## config.mk

```make
export PLATFORM = sky130hd
export DESIGN_NAME = tlsf_ffs
export DESIGN_NICKNAME = d
export VERILOG_FILES = /design/src/sv/tlsf_pkg.sv /design/src/sv/tlsf_ffs.sv
export SDC_FILE = /design/constraint.sdc
export NUM_CORES = 1
export LEC_CHECK = 0
export CAP_MARGIN = 5
export CORE_ASPECT_RATIO = 0.6
export CORE_MARGIN = 2
export CORE_UTILIZATION = 47
export DETAILED_ROUTE_END_ITERATION = 16
export DONT_BUFFER_PORTS = 1
export PLACE_DENSITY = 0.73
export SYNTH_ARGS = -nofsm -noshare
export SYNTH_HDL_FRONTEND = slang
export SYNTH_SLANG_ARGS = --single-unit
```

## constraint.sdc

```tcl
create_clock -name vclk -period 2
set_input_delay 0 -clock vclk [all_inputs]
set_output_delay 0 -clock vclk [all_outputs]
set_load 0.01 [all_outputs]
```

## src/sv/tlsf_pkg.sv

```systemverilog
// Shared types, constants and codes of the TLSF free-list manager.
package tlsf_pkg;

    localparam int FIRST_CLASSES_DEF  = 24;
    localparam int SECOND_CLASSES_DEF = 32;
    localparam int BLOCK_COUNT_DEF    = 256;

    localparam int ACT_W     = 2;
    localparam int FL_W      = 5;
    localparam int SL_W      = 5;
    localparam int ID_W      = 8;
    localparam int ST_W      = 2;
    localparam int MAP_W     = 32;
    localparam int MAP_IDX_W = 5;
    localparam int POS_W     = 6;
    localparam int HEAD_AW   = 10;
    localparam int LINK_AW   = 16;
    localparam int CBM_AW    = 5;

    localparam logic [ACT_W-1:0] ACT_SEARCH = 2'd0;
    localparam logic [ACT_W-1:0] ACT_INSERT = 2'd1;
    localparam logic [ACT_W-1:0] ACT_REMOVE = 2'd2;

    localparam logic [ST_W-1:0] ST_OK   = 2'd0;
    localparam logic [ST_W-1:0] ST_NONE = 2'd1;
    localparam logic [ST_W-1:0] ST_BAD  = 2'd2;

    typedef struct packed {
        logic            found;
        logic [ID_W-1:0] found_block;
        logic [FL_W-1:0] found_first;
        logic [SL_W-1:0] found_second;
        logic [ST_W-1:0] status;
    } t_rsp;

    typedef struct packed {
        logic               cbm_we;
        logic [CBM_AW-1:0]  cbm_waddr;
        logic [MAP_W-1:0]   cbm_wdata;
        logic [CBM_AW-1:0]  cbm_raddr;
        logic               head_we;
        logic [HEAD_AW-1:0] head_waddr;
        logic [ID_W-1:0]    head_wdata;
        logic [HEAD_AW-1:0] head_raddr;
        logic               next_we;
        logic [LINK_AW-1:0] next_waddr;
        logic [ID_W-1:0]    next_wdata;
        logic [LINK_AW-1:0] next_raddr;
        logic               prev_we;
        logic [LINK_AW-1:0] prev_waddr;
        logic [ID_W-1:0]    prev_wdata;
        logic [LINK_AW-1:0] prev_raddr;
    } t_mem_req;

    typedef struct packed {
        logic [MAP_W-1:0] cbm;
        logic [ID_W-1:0]  head;
        logic [ID_W-1:0]  next;
        logic [ID_W-1:0]  prev;
    } t_mem_rd;

endpackage

```

## src/sv/tlsf_ffs.sv

```systemverilog
// Shared masked find-first-set unit over one bitmap word.
module tlsf_ffs (
    input  logic [tlsf_pkg::MAP_W-1:0]     i_vec,
    input  logic [tlsf_pkg::POS_W-1:0]     i_from,
    output logic                           o_any,
    output logic [tlsf_pkg::MAP_IDX_W-1:0] o_idx
);
    localparam int MAP_W     = tlsf_pkg::MAP_W;
    localparam int POS_W     = tlsf_pkg::POS_W;
    localparam int MAP_IDX_W = tlsf_pkg::MAP_IDX_W;

    logic [MAP_W-1:0] c_mask;
    logic [MAP_W-1:0] c_sel;
    logic [MAP_W-1:0] c_low;

    always_comb begin
        // positions at or above i_from; a start of 32 or more leaves nothing
        c_mask = i_from[POS_W-1] ? '0 : ({MAP_W{1'b1}} << i_from[POS_W-2:0]);
        c_sel  = i_vec & c_mask;
        c_low  = c_sel & (~c_sel + MAP_W'(1));
        o_any  = |c_sel;
        o_idx  = '0;
        for (int i = 0; i < MAP_W; i++) begin
            if (c_low[i]) begin
                o_idx = o_idx | MAP_IDX_W'(i);
            end
        end
    end

endmodule

```

==> flow_summary.json <==
{
  "endpoint_class_of_the_critical_path": "primary output",
  "grt_pass1_vias": 1295,
  "leakage_power_uw": 0.000411,
  "final_max_slew_viol_count": 0,
  "drt-vias-per-instance": 7.33,
  "buffer_ports.inserted": 0,
  "synth.cells.most_frequent": "29 x sky130_fd_sc_hd__nand2_1, 17 x sky130_fd_sc_hd__nor2_1, 13 x sky130_fd_sc_hd__nand3_1",
  "worst_hold_startpoint": "i_from[5]",
  "clock_buffers": 0,
  "sequential_cell_total": 0,
  "die_h_um": 43.0,
  "synth.most_common_cell": "sky130_fd_sc_hd__nand2_1",
  "timing.final.hold_violations": 0,
  "area.sequential_um2": 0,
  "routed_wirelength_um": 4030,
  "grt_antenna_before_repair": 0,
  "grt_first_pass_wirelength_um": 6130,
  "netlist_area_um2": 1190,
  "antenna_violating_nets_post_route": 0,
  "chipWidth_um": 69.0,
  "timing.final.crit_period_ps": 1830,
  "vias": 1620,
  "core.rowCount": 14,
  "antenna_cells": 0,
  "cts.repair.resized": 0,
  "gr-total-overflow": 0,
  "die_area_um2": 2960,
  "cp.arrival_ps": 1830,
  "postSynthNetCount": 231,
  "maximum_number_of_pins_on_one_net_before_global_route_repair": 24,
  "route.detailed.drc": 0,
  "dpl.hpwl_um": 3310,
  "design.portCount": 44,
  "post_synth_num_cell_types": 57,
  "unrepaired_setup_endpoints_after_global_routing": "no",
  "post_synth_top_area_share_pct": 9.15,
  "period_share_pct": 91.3,
  "final_nets": 229,
  "avgSynthCellArea_um2": 6.17,
  "postCtsSetupRepairBufs": 0,
  "floorplan.initialDensity_pct": 48.5,
  "synthesis.yosys.warnings": 0,
  "coreArea_um2": 2450,
  "worst_pin_slew_ps": 650,
  "drt_pre_antenna_iters": 7,
  "detail_route.wl_per_cell_um": 18.2,
  "finish.cell_count_without_fillers": 221,
  "critPathKind": "input pin to primary output",
  "ir_drop_v": 0.000126,
  "dp_cells": 221,
  "setup_viol": 0,
  "worst_slew_margin_rel_pct": 56.2,
  "cts-hold-fix-buffers": 0,
  "power_per_cell_area_nw_per_um2": 225,
  "yosysSeqAreaShare_pct": 0,
  "hold-path-endpoint": "o_idx[3]",
  "finalWeightedCongestion": 1.03,
  "worst_setup_path_start_kind": "input pin",
  "synth.top_cells.by_area": "sky130_fd_sc_hd__nand2_1 9.1%, sky130_fd_sc_hd__nand3_1 5.5%, sky130_fd_sc_hd__nor2_1 5.4%",
  "fillerInstances": 260,
  "critical_path.max_fanout": 6,
  "worst_hold_path_type": "input pin to primary output",
  "max_clock_freq_ghz": 0.548,
  "run_status": "completed",
  "syn-instance-count": 193,
  "netlist.top_cell.by_area": "sky130_fd_sc_hd__nand2_1",
  "number_of_design_rule_violations_left_by_the_first_detailed_router_iteration": 229,
  "stdcell_area_um2": 1210,
  "finalCoreUtilization_pct": 49.3,
  "setup_tns_ps": 0,
  "placement.cell_area_um2": 1210,
  "global_route.usage.total_pct": 26.9,
  "max_cap_violations": 0,
  "timing.hold.worst_path_depth": 2,
  "critical_path_required_ps": 2000,
  "fraction_of_layout_instances_using_a_drive_strength_above_1_pct": 12.2,
  "flow.area_growth_from_synthesis_pct": 1.58
}
[stage by stage]
stage / power, uW / hold slack [ps] / worst slack [ps]
floorplan: 238 / 237 / 273
global placement: 264 / 265 / 281
detailed placement: 263 / 278 / 235
CTS: 265 / 278 / 216
global route: 297 / 327 / 60.4
finish: 272 / 283 / 174
[final cells by class]
type,instances,area (um^2),area share [%]
Multi-Input combinational cell,180,1110,92.0
Timing Repair Buffer,6,45.0,3.73
Tap cell,32,40.0,3.31
Inverter,3,11.3,0.932
[cell usage in the layout, fill, tap and decap left out, types with 4 or more instances in the layout]
cell type,Yosys,layout
sky130_fd_sc_hd__nand2_1,29,29
sky130_fd_sc_hd__nor2_1,17,17
sky130_fd_sc_hd__nand3_1,13,13
sky130_fd_sc_hd__a21oi_1,11,11
sky130_fd_sc_hd__o21ai_0,11,11
sky130_fd_sc_hd__nand4_1,9,9
sky130_fd_sc_hd__o211ai_1,8,8
sky130_fd_sc_hd__nor3_1,6,6
sky130_fd_sc_hd__buf_4,3,6
sky130_fd_sc_hd__o21ai_1,5,5
sky130_fd_sc_hd__nor2b_1,4,4
[cell families after synthesis]
group	count (synthesis)	share of synthesized area, %
buf+inv	13	6.52
compound gates	71	43.0
simple gates	109	50.5
[report_power, final]
part / internal [uW] / leakage [uW] / switching (uW)
Clock: 0 / 0 / 0
Combinational: 107 / 0.000411 / 166
Sequential: 0 / 0 / 0
[worst max path at each step]
stage                   start        to  slack, ps  depth (start not counted)
floorplan           i_from[2]  o_idx[1]        270                          7
global placement    i_from[0]  o_idx[1]        280                          6
detailed placement   i_vec[6]  o_idx[2]        240                          7
CTS                  i_vec[6]  o_idx[0]        220                          7
global route        i_from[1]  o_idx[0]         60                          7
finish               i_vec[6]  o_idx[0]        170                          7
[critical path, cell delays in order]
cell	delay [ps]
sky130_fd_sc_hd__nor2b_1	110
sky130_fd_sc_hd__o221ai_1	260
sky130_fd_sc_hd__a21oi_1	250
sky130_fd_sc_hd__nor4b_4	490
sky130_fd_sc_hd__nand2_2	160
sky130_fd_sc_hd__o31ai_1	340
sky130_fd_sc_hd__or3_1	210
[metal layers]
layer  GRT usage (%)  part of all wire (%)  wire length [um]
met5               0                     0                 0
met4               0                     0                 0
met3            10.3                    20               810
met2            32.9                    35              1400
met1            44.6                    45              1820
No activity file was read; power rests on OpenSTA's default activity.
